File: src/plss_pkg.sv
package plss_pkg;

    localparam int VALUE_W     = 32;
    localparam int GAP_W       = 16;
    localparam int COUNT_W     = 6;
    localparam int INDEX_W     = 6;
    localparam int MODE_W      = 2;
    localparam int STATUS_W    = 3;
    localparam int TICK_W      = 23;
    localparam int CFG_INDEX_W = 1;
    localparam int CFG_DATA_W  = 16;

    // Shared restoring divider: two quotient bits per cycle.
    localparam int DIV_W        = 48;
    localparam int TIME_W       = 24;
    localparam int DIV_RADIX    = 2;
    localparam int DIV_T_CYCLES = TIME_W / DIV_RADIX;
    localparam int DIV_P_CYCLES = DIV_W / DIV_RADIX;
    localparam int DIV_CNT_W    = 5;

    typedef enum logic [MODE_W-1:0] {
        MODE_LOAD  = 2'd0,
        MODE_START = 2'd1,
        MODE_TICK  = 2'd2
    } mode_t;

    typedef enum logic [STATUS_W-1:0] {
        ST_IDLE     = 3'd0,
        ST_LOADED   = 3'd1,
        ST_STARTED  = 3'd2,
        ST_SETPOINT = 3'd3,
        ST_FINISHED = 3'd4,
        ST_REJECTED = 3'd5
    } st_code_t;

    typedef enum logic [CFG_INDEX_W-1:0] {
        CFG_GAP_MS      = 1'b0,
        CFG_POINT_COUNT = 1'b1
    } cfg_idx_t;

    typedef enum logic [1:0] {
        RD_LAST = 2'd0,
        RD_LOW  = 2'd1,
        RD_HIGH = 2'd2
    } rd_sel_t;

    typedef enum logic [3:0] {
        S_IDLE,
        S_DECODE,
        S_DIV1,
        S_RD_LAST,
        S_GET_LAST,
        S_RD_LOW,
        S_RD_HIGH,
        S_DIFF,
        S_MUL,
        S_PLOAD,
        S_DIV2,
        S_SUM,
        S_EMIT
    } state_t;

    typedef struct packed {
        logic     capture;
        logic     load_wr;
        logic     start_wr;
        logic     tick_adv;
        logic     stop;
        logic     div_load_t;
        logic     div_load_p;
        logic     div_step;
        rd_sel_t  rd_sel;
        logic     latch_a;
        logic     latch_last;
        logic     diff_en;
        logic     mul_en;
        logic     sum_en;
        logic     code_en;
        st_code_t code;
        logic     emit;
    } plss_cmd_t;

    typedef struct packed {
        logic [MODE_W-1:0] mode;
        logic              idx_ok;
        logic              start_ok;
        logic              running;
        logic              past_end;
        logic              gap_zero;
        logic              div_done;
        logic              low_ge_last;
        logic              out_free;
    } plss_stat_t;

endpackage

File: src/plss_if.sv
interface plss_in_if;
    logic                                valid;
    logic                                ready;
    logic [plss_pkg::MODE_W-1:0]         mode;
    logic [plss_pkg::INDEX_W-1:0]        index;
    logic signed [plss_pkg::VALUE_W-1:0] value;

    modport source (output valid, output mode, output index, output value, input ready);
    modport sink (input valid, input mode, input index, input value, output ready);
endinterface

interface plss_out_if;
    logic                                valid;
    logic                                ready;
    logic [plss_pkg::STATUS_W-1:0]       status;
    logic signed [plss_pkg::VALUE_W-1:0] setpoint;

    modport source (output valid, output status, output setpoint, input ready);
    modport sink (input valid, input status, input setpoint, output ready);
endinterface

File: src/plss_ctrl.sv
module plss_ctrl (
    input  logic                 clk,
    input  logic                 rst_n,
    input  logic                 in_valid,
    output logic                 in_ready,
    input  plss_pkg::plss_stat_t stat,
    output plss_pkg::plss_cmd_t  cmd
);

    plss_pkg::state_t state_reg;
    plss_pkg::state_t state_next;

    always_ff @(posedge clk or negedge rst_n)
    begin
        if (!rst_n)
        begin
            state_reg <= plss_pkg::S_IDLE;
        end
        else
        begin
            state_reg <= state_next;
        end
    end

    always_comb
    begin
        state_next = state_reg;
        unique case (state_reg)
            plss_pkg::S_IDLE:
            begin
                if (in_valid)
                begin
                    state_next = plss_pkg::S_DECODE;
                end
            end
            plss_pkg::S_DECODE:
            begin
                if (stat.mode == plss_pkg::MODE_TICK && stat.running && !stat.past_end)
                begin
                    if (stat.gap_zero)
                    begin
                        state_next = plss_pkg::S_RD_LAST;
                    end
                    else
                    begin
                        state_next = plss_pkg::S_DIV1;
                    end
                end
                else
                begin
                    state_next = plss_pkg::S_EMIT;
                end
            end
            plss_pkg::S_DIV1:
            begin
                if (stat.div_done)
                begin
                    if (stat.low_ge_last)
                    begin
                        state_next = plss_pkg::S_RD_LAST;
                    end
                    else
                    begin
                        state_next = plss_pkg::S_RD_LOW;
                    end
                end
            end
            plss_pkg::S_RD_LAST:  state_next = plss_pkg::S_GET_LAST;
            plss_pkg::S_GET_LAST: state_next = plss_pkg::S_EMIT;
            plss_pkg::S_RD_LOW:   state_next = plss_pkg::S_RD_HIGH;
            plss_pkg::S_RD_HIGH:  state_next = plss_pkg::S_DIFF;
            plss_pkg::S_DIFF:     state_next = plss_pkg::S_MUL;
            plss_pkg::S_MUL:      state_next = plss_pkg::S_PLOAD;
            plss_pkg::S_PLOAD:    state_next = plss_pkg::S_DIV2;
            plss_pkg::S_DIV2:
            begin
                if (stat.div_done)
                begin
                    state_next = plss_pkg::S_SUM;
                end
            end
            plss_pkg::S_SUM:      state_next = plss_pkg::S_EMIT;
            plss_pkg::S_EMIT:
            begin
                if (stat.out_free)
                begin
                    state_next = plss_pkg::S_IDLE;
                end
            end
            default:              state_next = plss_pkg::S_IDLE;
        endcase
    end

    always_comb
    begin
        cmd      = '0;
        in_ready = 1'b0;
        unique case (state_reg)
            plss_pkg::S_IDLE:
            begin
                in_ready    = 1'b1;
                cmd.capture = in_valid;
            end
            plss_pkg::S_DECODE:
            begin
                cmd.code_en = 1'b1;
                cmd.code    = plss_pkg::ST_IDLE;
                priority if (stat.mode == plss_pkg::MODE_LOAD)
                begin
                    cmd.load_wr = stat.idx_ok;
                    cmd.code    = stat.idx_ok ? plss_pkg::ST_LOADED : plss_pkg::ST_REJECTED;
                end
                else if (stat.mode == plss_pkg::MODE_START)
                begin
                    cmd.start_wr = stat.start_ok;
                    cmd.code     = stat.start_ok ? plss_pkg::ST_STARTED
                                                 : plss_pkg::ST_REJECTED;
                end
                else if (stat.mode == plss_pkg::MODE_TICK && stat.running)
                begin
                    cmd.tick_adv = 1'b1;
                    if (stat.past_end)
                    begin
                        cmd.stop = 1'b1;
                        cmd.code = plss_pkg::ST_FINISHED;
                    end
                    else
                    begin
                        cmd.code_en    = 1'b0;
                        cmd.div_load_t = !stat.gap_zero;
                    end
                end
                else
                begin
                    // idle tick or unused mode: answer idle, touch nothing
                    cmd.code = plss_pkg::ST_IDLE;
                end
            end
            plss_pkg::S_DIV1:     cmd.div_step = !stat.div_done;
            plss_pkg::S_RD_LAST:  cmd.rd_sel = plss_pkg::RD_LAST;
            plss_pkg::S_GET_LAST:
            begin
                cmd.latch_last = 1'b1;
                cmd.code_en    = 1'b1;
                cmd.code       = plss_pkg::ST_SETPOINT;
            end
            plss_pkg::S_RD_LOW:   cmd.rd_sel = plss_pkg::RD_LOW;
            plss_pkg::S_RD_HIGH:
            begin
                cmd.rd_sel  = plss_pkg::RD_HIGH;
                cmd.latch_a = 1'b1;
            end
            plss_pkg::S_DIFF:     cmd.diff_en = 1'b1;
            plss_pkg::S_MUL:      cmd.mul_en = 1'b1;
            plss_pkg::S_PLOAD:    cmd.div_load_p = 1'b1;
            plss_pkg::S_DIV2:     cmd.div_step = !stat.div_done;
            plss_pkg::S_SUM:
            begin
                cmd.sum_en  = 1'b1;
                cmd.code_en = 1'b1;
                cmd.code    = plss_pkg::ST_SETPOINT;
            end
            plss_pkg::S_EMIT:     cmd.emit = stat.out_free;
            default:              cmd = '0;
        endcase
    end

endmodule

File: src/plss_dpath.sv
module plss_dpath #(
    parameter int MAX_POINTS = 20
) (
    input  logic                                  clk,
    input  logic                                  rst_n,
    input  logic [plss_pkg::MODE_W-1:0]           in_mode,
    input  logic [plss_pkg::INDEX_W-1:0]          in_index,
    input  logic signed [plss_pkg::VALUE_W-1:0]   in_value,
    input  logic                                  cfg_we,
    input  logic [plss_pkg::CFG_INDEX_W-1:0]      cfg_index,
    input  logic [plss_pkg::CFG_DATA_W-1:0]       cfg_data,
    input  logic                                  out_ready,
    output logic                                  out_valid,
    output logic [plss_pkg::STATUS_W-1:0]         out_status,
    output logic signed [plss_pkg::VALUE_W-1:0]   out_setpoint,
    input  plss_pkg::plss_cmd_t                   cmd,
    output plss_pkg::plss_stat_t                  stat
);

    localparam int AW  = (MAX_POINTS > 1) ? $clog2(MAX_POINTS) : 1;
    localparam int VW  = plss_pkg::VALUE_W;
    localparam int GW  = plss_pkg::GAP_W;
    localparam int CW  = plss_pkg::COUNT_W;
    localparam int TW  = plss_pkg::TICK_W;
    localparam int DW  = plss_pkg::DIV_W;
    localparam int EW  = CW + GW;

    // configuration
    logic [GW-1:0] gap_reg;
    logic [CW-1:0] pc_reg;

    // captured word
    logic [plss_pkg::MODE_W-1:0]  mode_reg;
    logic [plss_pkg::INDEX_W-1:0] index_reg;
    logic [VW-1:0]                value_reg;

    // sequence state
    logic          running_reg;
    logic [TW-1:0] tc_reg;
    logic [TW-1:0] end_reg;

    // table
    logic [VW-1:0] mem [MAX_POINTS];
    logic [VW-1:0] rdata_reg;
    logic [AW-1:0] rd_addr;
    logic [AW-1:0] wr_addr;
    logic          mem_we;

    // arithmetic
    logic [VW-1:0]              a_reg;
    logic [VW:0]                diff_reg;
    logic signed [DW:0]         prod_reg;
    logic                       neg_reg;
    logic [VW-1:0]              sp_reg;
    plss_pkg::st_code_t         code_reg;
    logic [DW-1:0]              div_num_reg;
    logic [GW-1:0]              div_rem_reg;
    logic [plss_pkg::DIV_CNT_W-1:0] div_cnt_reg;
    logic [DW-1:0]              div_num_step;
    logic [GW-1:0]              div_rem_step;

    // output register
    logic                         out_valid_reg;
    logic [plss_pkg::STATUS_W-1:0] out_status_reg;
    logic [VW-1:0]                out_sp_reg;

    logic [CW-1:0]                pc_sat;
    logic [CW-1:0]                last_cnt;
    logic [AW-1:0]                last_idx;
    logic [AW-1:0]                low_idx;
    logic [TW-1:0]                tc_inc;
    logic [plss_pkg::TIME_W-1:0]  t_val;
    logic [EW-1:0]                end_prod;
    logic signed [DW+1:0]         prod_full;
    logic [DW:0]                  prod_neg;
    logic [DW-1:0]                prod_mag;
    logic [VW:0]                  q_ext;
    logic [VW:0]                  q_signed;
    logic [VW:0]                  sum_full;

    always_comb
    begin
        pc_sat   = (pc_reg > CW'(MAX_POINTS)) ? CW'(MAX_POINTS) : pc_reg;
        last_cnt = (pc_sat == '0) ? '0 : pc_sat - CW'(1);
        last_idx = AW'(last_cnt);
        low_idx  = div_num_reg[AW-1:0];
        tc_inc   = tc_reg + TW'(1);
        t_val    = {1'b0, tc_inc} + plss_pkg::TIME_W'(1);
        end_prod = EW'(pc_reg - CW'(1)) * EW'(gap_reg);
        prod_full = $signed(diff_reg) * $signed({1'b0, div_rem_reg});
        prod_neg  = -prod_reg;
        prod_mag  = prod_reg[DW] ? prod_neg[DW-1:0] : prod_reg[DW-1:0];
        q_ext     = {1'b0, div_num_reg[VW-1:0]};
        q_signed  = neg_reg ? -q_ext : q_ext;
        sum_full  = {a_reg[VW-1], a_reg} + q_signed;
    end

    always_comb
    begin
        stat.mode        = mode_reg;
        stat.idx_ok      = {1'b0, index_reg} < (plss_pkg::INDEX_W + 1)'(MAX_POINTS);
        stat.start_ok    = (pc_reg >= CW'(2)) && (pc_reg <= CW'(MAX_POINTS))
                           && (gap_reg != '0);
        stat.running     = running_reg;
        stat.past_end    = tc_inc > end_reg;
        stat.gap_zero    = (gap_reg == '0);
        stat.div_done    = (div_cnt_reg == '0);
        stat.low_ge_last = div_num_reg[plss_pkg::TIME_W-1:0]
                           >= plss_pkg::TIME_W'(last_idx);
        stat.out_free    = !out_valid_reg || out_ready;
    end

    always_ff @(posedge clk or negedge rst_n)
    begin
        if (!rst_n)
        begin
            gap_reg <= GW'(1);
            pc_reg  <= '0;
        end
        else if (cfg_we)
        begin
            unique case (plss_pkg::cfg_idx_t'(cfg_index))
                plss_pkg::CFG_GAP_MS:      gap_reg <= cfg_data[GW-1:0];
                plss_pkg::CFG_POINT_COUNT: pc_reg <= cfg_data[CW-1:0];
                default:                   gap_reg <= gap_reg;
            endcase
        end
    end

    always_ff @(posedge clk)
    begin
        if (cmd.capture)
        begin
            mode_reg  <= in_mode;
            index_reg <= in_index;
            value_reg <= in_value;
        end
    end

    always_ff @(posedge clk or negedge rst_n)
    begin
        if (!rst_n)
        begin
            running_reg <= 1'b0;
            tc_reg      <= '0;
            end_reg     <= '0;
        end
        else
        begin
            if (cmd.start_wr)
            begin
                running_reg <= 1'b1;
                tc_reg      <= '0;
                end_reg     <= TW'(end_prod);
            end
            else
            begin
                if (cmd.tick_adv)
                begin
                    tc_reg <= tc_inc;
                end
                if (cmd.stop)
                begin
                    running_reg <= 1'b0;
                end
            end
        end
    end

    // breakpoint table, one write and one registered read port
    assign mem_we  = cmd.load_wr || cmd.start_wr;
    assign wr_addr = cmd.start_wr ? '0 : index_reg[AW-1:0];

    always_comb
    begin
        unique case (cmd.rd_sel)
            plss_pkg::RD_LAST: rd_addr = last_idx;
            plss_pkg::RD_LOW:  rd_addr = low_idx;
            plss_pkg::RD_HIGH: rd_addr = low_idx + AW'(1);
            default:           rd_addr = last_idx;
        endcase
    end

    always_ff @(posedge clk)
    begin
        if (mem_we)
        begin
            mem[wr_addr] <= value_reg;
        end
    end

    always_ff @(posedge clk)
    begin
        rdata_reg <= mem[rd_addr];
    end

    // two restoring steps per cycle; quotient shifts in from the bottom
    always_comb
    begin
        logic [GW:0]   trial;
        logic [GW-1:0] r;
        logic [DW-1:0] n;
        r = div_rem_reg;
        n = div_num_reg;
        for (int i = 0; i < plss_pkg::DIV_RADIX; i++)
        begin
            trial = {r, n[DW-1]};
            n     = {n[DW-2:0], 1'b0};
            if (trial >= {1'b0, gap_reg})
            begin
                trial = trial - {1'b0, gap_reg};
                n[0]  = 1'b1;
            end
            r = trial[GW-1:0];
        end
        div_rem_step = r;
        div_num_step = n;
    end

    always_ff @(posedge clk or negedge rst_n)
    begin
        if (!rst_n)
        begin
            div_cnt_reg <= '0;
        end
        else if (cmd.div_load_t)
        begin
            div_cnt_reg <= plss_pkg::DIV_CNT_W'(plss_pkg::DIV_T_CYCLES);
        end
        else if (cmd.div_load_p)
        begin
            div_cnt_reg <= plss_pkg::DIV_CNT_W'(plss_pkg::DIV_P_CYCLES);
        end
        else if (cmd.div_step)
        begin
            div_cnt_reg <= div_cnt_reg - plss_pkg::DIV_CNT_W'(1);
        end
    end

    always_ff @(posedge clk)
    begin
        if (cmd.div_load_t)
        begin
            div_num_reg <= {t_val, {(DW - plss_pkg::TIME_W){1'b0}}};
            div_rem_reg <= '0;
        end
        else if (cmd.div_load_p)
        begin
            div_num_reg <= prod_mag;
            div_rem_reg <= '0;
            neg_reg     <= prod_reg[DW];
        end
        else if (cmd.div_step)
        begin
            div_num_reg <= div_num_step;
            div_rem_reg <= div_rem_step;
        end
        if (cmd.latch_a)
        begin
            a_reg <= rdata_reg;
        end
        if (cmd.diff_en)
        begin
            diff_reg <= {rdata_reg[VW-1], rdata_reg} - {a_reg[VW-1], a_reg};
        end
        if (cmd.mul_en)
        begin
            prod_reg <= prod_full[DW:0];
        end
        if (cmd.latch_last)
        begin
            sp_reg <= rdata_reg;
        end
        else if (cmd.sum_en)
        begin
            sp_reg <= sum_full[VW-1:0];
        end
        if (cmd.code_en)
        begin
            code_reg <= cmd.code;
        end
    end

    always_ff @(posedge clk or negedge rst_n)
    begin
        if (!rst_n)
        begin
            out_valid_reg <= 1'b0;
        end
        else if (cmd.emit)
        begin
            out_valid_reg <= 1'b1;
        end
        else if (out_ready)
        begin
            out_valid_reg <= 1'b0;
        end
    end

    always_ff @(posedge clk)
    begin
        if (cmd.emit)
        begin
            out_status_reg <= code_reg;
            out_sp_reg     <= (code_reg == plss_pkg::ST_SETPOINT) ? sp_reg : '0;
        end
    end

    assign out_valid    = out_valid_reg;
    assign out_status   = out_status_reg;
    assign out_setpoint = out_sp_reg;

endmodule

File: src/piecewise_linear_setpoint_sequencer.sv
// Setpoint trajectory generator over a table of evenly spaced Q16.16 breakpoints.
// Words enter on in_ch (mode, index, value) and each one yields exactly one word
// on out_ch (status, setpoint). Mode load writes a breakpoint, mode start checks
// point_count and gap_ms, seeds breakpoint 0 with the valve position and arms
// the tick counter, mode tick returns the next interpolated setpoint or the
// finish word. Registers gap_ms (index 0) and point_count (index 1) are written
// through cfg_we/cfg_index/cfg_data; the user must write them only while no word
// is in flight, as the block does not enforce it. One word is in work at a time.
// Load, start, idle and finish words go from decode straight to the output load,
// after which the next word is taken. A tick between breakpoints passes decode,
// the shared two-bit-per-cycle divider to locate the segment, the fetch of the
// points and the scaling of their difference, the divider again for the quotient,
// then the sum and the output load. A tick that clamps to the last point runs the
// divider and then reads that point, or skips the divider when gap_ms is zero.
// Reset clears the sequence state, sets gap_ms to 1 and point_count to 0; the
// breakpoint table is not cleared and must be loaded before use.
// The result sits in an output register; the block takes the next word while it
// waits, and holds the following result until the receiver drains out_ch.
module piecewise_linear_setpoint_sequencer #(
    parameter int MAX_POINTS = 20
) (
    input  logic                                  clk,
    input  logic                                  rst_n,
    plss_in_if.sink                               in_ch,
    plss_out_if.source                            out_ch,
    input  logic                                  cfg_we,
    input  logic [plss_pkg::CFG_INDEX_W-1:0]      cfg_index,
    input  logic [plss_pkg::CFG_DATA_W-1:0]       cfg_data
);

    plss_pkg::plss_cmd_t  cmd;
    plss_pkg::plss_stat_t stat;

    // sequencer: decodes the captured word and steps the datapath
    plss_ctrl u_ctrl (
        .clk      (clk),
        .rst_n    (rst_n),
        .in_valid (in_ch.valid),
        .in_ready (in_ch.ready),
        .stat     (stat),
        .cmd      (cmd)
    );

    // table, counters, divider, multiplier and output register
    plss_dpath #(
        .MAX_POINTS (MAX_POINTS)
    ) u_dpath (
        .clk          (clk),
        .rst_n        (rst_n),
        .in_mode      (in_ch.mode),
        .in_index     (in_ch.index),
        .in_value     (in_ch.value),
        .cfg_we       (cfg_we),
        .cfg_index    (cfg_index),
        .cfg_data     (cfg_data),
        .out_ready    (out_ch.ready),
        .out_valid    (out_ch.valid),
        .out_status   (out_ch.status),
        .out_setpoint (out_ch.setpoint),
        .cmd          (cmd),
        .stat         (stat)
    );

endmodule

File: src/flat_wrapper.sv
// flat-port wrapper written by rule: the top's interface ports become plain ports
module piecewise_linear_setpoint_sequencer_flat 
#(
    parameter int MAX_POINTS = 20
)
  (clk, rst_n, cfg_we, cfg_index, cfg_data, in_ch_valid, in_ch_mode, in_ch_index, in_ch_value, in_ch_ready, out_ch_valid, out_ch_status, out_ch_setpoint, out_ch_ready);
  plss_in_if in_ch_i ();
  plss_out_if out_ch_i ();
  input  logic clk;
  input  logic rst_n;
  input  logic cfg_we;
  input  logic [plss_pkg::CFG_INDEX_W-1:0] cfg_index;
  input  logic [plss_pkg::CFG_DATA_W-1:0] cfg_data;
  input wire logic [$bits(in_ch_i.valid)-1:0] in_ch_valid;
  input wire logic [$bits(in_ch_i.mode)-1:0] in_ch_mode;
  input wire logic [$bits(in_ch_i.index)-1:0] in_ch_index;
  input wire logic [$bits(in_ch_i.value)-1:0] in_ch_value;
  output wire logic [$bits(in_ch_i.ready)-1:0] in_ch_ready;
  output wire logic [$bits(out_ch_i.valid)-1:0] out_ch_valid;
  output wire logic [$bits(out_ch_i.status)-1:0] out_ch_status;
  output wire logic [$bits(out_ch_i.setpoint)-1:0] out_ch_setpoint;
  input wire logic [$bits(out_ch_i.ready)-1:0] out_ch_ready;
  assign in_ch_i.valid = in_ch_valid;
  assign in_ch_i.mode = in_ch_mode;
  assign in_ch_i.index = in_ch_index;
  assign in_ch_i.value = in_ch_value;
  assign in_ch_ready = in_ch_i.ready;
  assign out_ch_valid = out_ch_i.valid;
  assign out_ch_status = out_ch_i.status;
  assign out_ch_setpoint = out_ch_i.setpoint;
  assign out_ch_i.ready = out_ch_ready;
  piecewise_linear_setpoint_sequencer #(.MAX_POINTS(MAX_POINTS)) u_core (.clk(clk), .rst_n(rst_n), .in_ch(in_ch_i), .out_ch(out_ch_i), .cfg_we(cfg_we), .cfg_index(cfg_index), .cfg_data(cfg_data));
endmodule
File: config.mk
export PLATFORM = sky130hd
export DESIGN_NAME = piecewise_linear_setpoint_sequencer_flat
export DESIGN_NICKNAME = d
export VERILOG_FILES = /design/src/plss_pkg.sv /design/src/plss_if.sv /design/src/plss_ctrl.sv /design/src/plss_dpath.sv /design/src/piecewise_linear_setpoint_sequencer.sv /design/src/flat_wrapper.sv
export SDC_FILE = /design/constraint.sdc
export NUM_CORES = 2
export LEC_CHECK = 0
export ABC_AREA = 1
export BUFFER_PORTS_ARGS = -buffer_cell sky130_fd_sc_hd__clkbuf_2
export CAP_MARGIN = 20
export CORE_MARGIN = 5
export CORE_UTILIZATION = 58
export DETAILED_ROUTE_END_ITERATION = 6
export PLACE_DENSITY = 0.74
export SYNTH_ARGS = -nofsm -noshare
export SYNTH_HDL_FRONTEND = slang
export SYNTH_SLANG_ARGS = --single-unit
File: constraint.sdc
create_clock -name clk -period 8.1 [get_ports clk]
set_clock_uncertainty 0.1 [all_clocks]
set_input_delay 0.81 -clock clk [delete_from_list [all_inputs] [get_ports clk]]
set_output_delay 0.81 -clock clk [all_outputs]
set_load 0.02 [all_outputs]
==> reports/metrics.cfg <==
[status]
status=complete, but fails checks
violations=DRC

[sta]
maxSlewViolCount=0
hold_viol=0
timing.fmax_mhz=146
setup_viol_count_final=0
min_period_ps=6830
max_slew_margin_pct=25.7
finalCritPeriodShare_pct=84.3
tightest_slew_ps=1120
fin_setup_tns_ps=0
hold_ws_ps=148
rsz0062_at_grt=false

[cells_and_area]
largest_register_ffs=640
area_growth_pct=7.31
drive_above_1_share_pct=4.87
finish.net_count=9452
fillers=10700

[routing]
drc=7
dr.first_iter.drc_count=5649
detail-route-antenna-nets=0
viasPerCell=5.64
vias=57900
drt_pass1_iterations=7
wl_per_cell_microns=20.4
wl_mm=209

[critical_path]
path_class=reg -> reg
r2r-start=u_core.u_dpath.diff_reg[25]
cp_common_cell=fa_1
critPathLaunchType=flop
cp.arrival_ps=7210
cp_slowest_stage_delay_ps=1080
path_max_fanout=16
r2r_setup_slack_ps=1270
slowest_stage=edfxtp_1
crit_required_ps=8470
r2r.worst_path.cells=19
path_cells=nand2_1, fa_1, fa_1, fa_1, inv_1, fa_1, fa_1, inv_1, fa_1, inv_1, ha_1, a21oi_1, inv_1, a21oi_1, a21boi_0, o21ai_0, a21oi_1, o21bai_1, xor2_1
end_kind=flop
startpoint=u_core.u_dpath.diff_reg[25]
r2r_end=u_core.u_dpath.prod_reg[39]

[floorplanning]
dieWidth_microns=369
fp.coreArea_sq_mm=0.128
ios=99
die_area_sq_mm=0.136
initial_core_util_pct=58.4
die_height_microns=369
std_cell_rows=131

[logic_synthesis]
ys_warn_count=0
synth_compound_area_share_pct=4.83
post-synth-top-count-cell=nand2_1
yosysTopAreaCellShare_pct=35.8
synth-xor-area-share_pct=2.26
syn_area_per_cell_sq_um=8.71
ys_seq_area_share_pct=40.3
synth_top_family_by_area=simple AND/OR/NAND/NOR gates
synth_common_cells=nand2_1, inv_1, edfxtp_1
synth_top_flop_cell=edfxtp_1
synth_nets=9509
synth_area_leaders=edfxtp_1, fa_1, nand2_1
synth_area_leader_cell=edfxtp_1
synth_area_sq_mm=0.0746
synth_cell_types=58
synthCells=8572
yosys.area_share.simple_pct=21.9
async_flop_share_pct=7.51
ys_ff_latch=1039
yosys.area_share.adder_pct=20.4
synth_edf_count=889
muxShareOfSynthArea_pct=0

[clock_network]
cts-htree-levels=3
root_buffer=clkbuf_16
cts_buffers=107
cts_tree=yes
clockBufferDepth=3
cts_resized=0
cts.sinks=1039
insertion_delay_ps=740
path_clk_slew_ps=60

[grt]
grt_first_pass_wirelength_mm=325
antenna_found_initial=3
grt_use_total_pct=30.6
grt_pass1_vias=57700
grt_max_degree=161
gr-total-overflow=0

[worst_hold_path]
min_to=u_core.u_dpath.value_reg[31]
hold_class=in -> reg
whs_path_depth=1
worstHoldStart=in_ch_value[31]

[placement]
dp_hpwl_mm=145
portBuffers=98
gp_congestion=0.974

[job]
max_cap_violations=0

[stage by stage]
step,utilization [%],area [sq um],instances,setup WS [ps]
floorplan,-,74600,8572,1750
global placement,59.9,76500,10100,1460
detailed placement,59.9,76500,10100,1350
CTS,62.7,80100,10300,1340
global route,62.7,80100,10300,799
finish,62.7,80100,10300,1270
[cells in the final DEF (no fill, tap or decap), types with 63 or more instances in the layout]
| cell | instances |
|---|---|
| nand2_1 | 2337 |
| inv_1 | 1620 |
| edfxtp_1 | 889 |
| nand3_1 | 660 |
| fa_1 | 572 |
| nor2_1 | 456 |
| ha_1 | 303 |
| o21ai_0 | 254 |
| a21oi_1 | 244 |
| nand3b_1 | 153 |
| xor2_1 | 130 |
| clkbuf_16 | 108 |
| clkbuf_2 | 97 |
| nand4_1 | 85 |
| dfrtp_1 | 77 |
| buf_4 | 73 |
| dfxtp_1 | 72 |
| xnor2_1 | 63 |
[worst max-delay path: cells and delay by family, from the launching register on]
kind,cells,cell delay [ps]
compound gates,6,1350
xor+xnor,1,140
fa+ha+maj,7,3460
buf+inv,4,220
flops,1,1080
simple gates,1,200
[logic make-up (layout without fill, tap and decap cells)]
kind of cell,after synthesis,after routing
adder cells (fa/ha/maj),875,875
other,0,2
flip-flops,1039,1039
XOR/XNOR,193,193
AND/OR/NAND/NOR,3830,3830
buffers and inverters,1986,2019
AO/OA/AOI/OAI,649,649
[timing repair]
action,in CTS,in global routing
buffers inserted,0,0
endpoints found under the hold margin,11,0
hold buffers,1,0
[worst max-delay path by stage]
stage	endpoint	slack, ps	depth (start not counted)
finish	u_core.u_dpath.prod_reg[39]	1270	19
global placement	u_core.u_dpath.prod_reg[39]	1460	19
global route	u_core.u_dpath.prod_reg[46]	800	20
detailed placement	u_core.u_dpath.prod_reg[46]	1350	20
CTS	u_core.u_dpath.prod_reg[46]	1340	20
floorplan	u_core.u_dpath.prod_reg[46]	1750	22
[layer usage]
layer  vias to the layer above  share of wire [%]  track usage (%)
met3                       518                7.5             4.02
met1                     27900                 39             39.5
met2                      2560                 49             52.8
li1                      26900                  -                -
met5                         -                  0                0
met4                         0                4.3             12.3
[cell type report]
| cell class | instances | area, sq um | area share [%] |
|---|---|---|---|
| timing repair buffer | 177 | 1170 | 1.46 |
| tap | 1662 | 2080 | 2.60 |
| sequential | 1039 | 30100 | 37.6 |
| multi-input combinational | 5547 | 37100 | 46.3 |
| inverter | 1643 | 6170 | 7.71 |
| antenna | 2 | 5.00 | 0.00625 |
| clock buffer | 143 | 2890 | 3.61 |
| clock inverter | 56 | 618 | 0.772 |
Power is left out: the tool's default activity adds up to more than one toggle a clock period on the data nets, which glitch-free logic cannot reach.
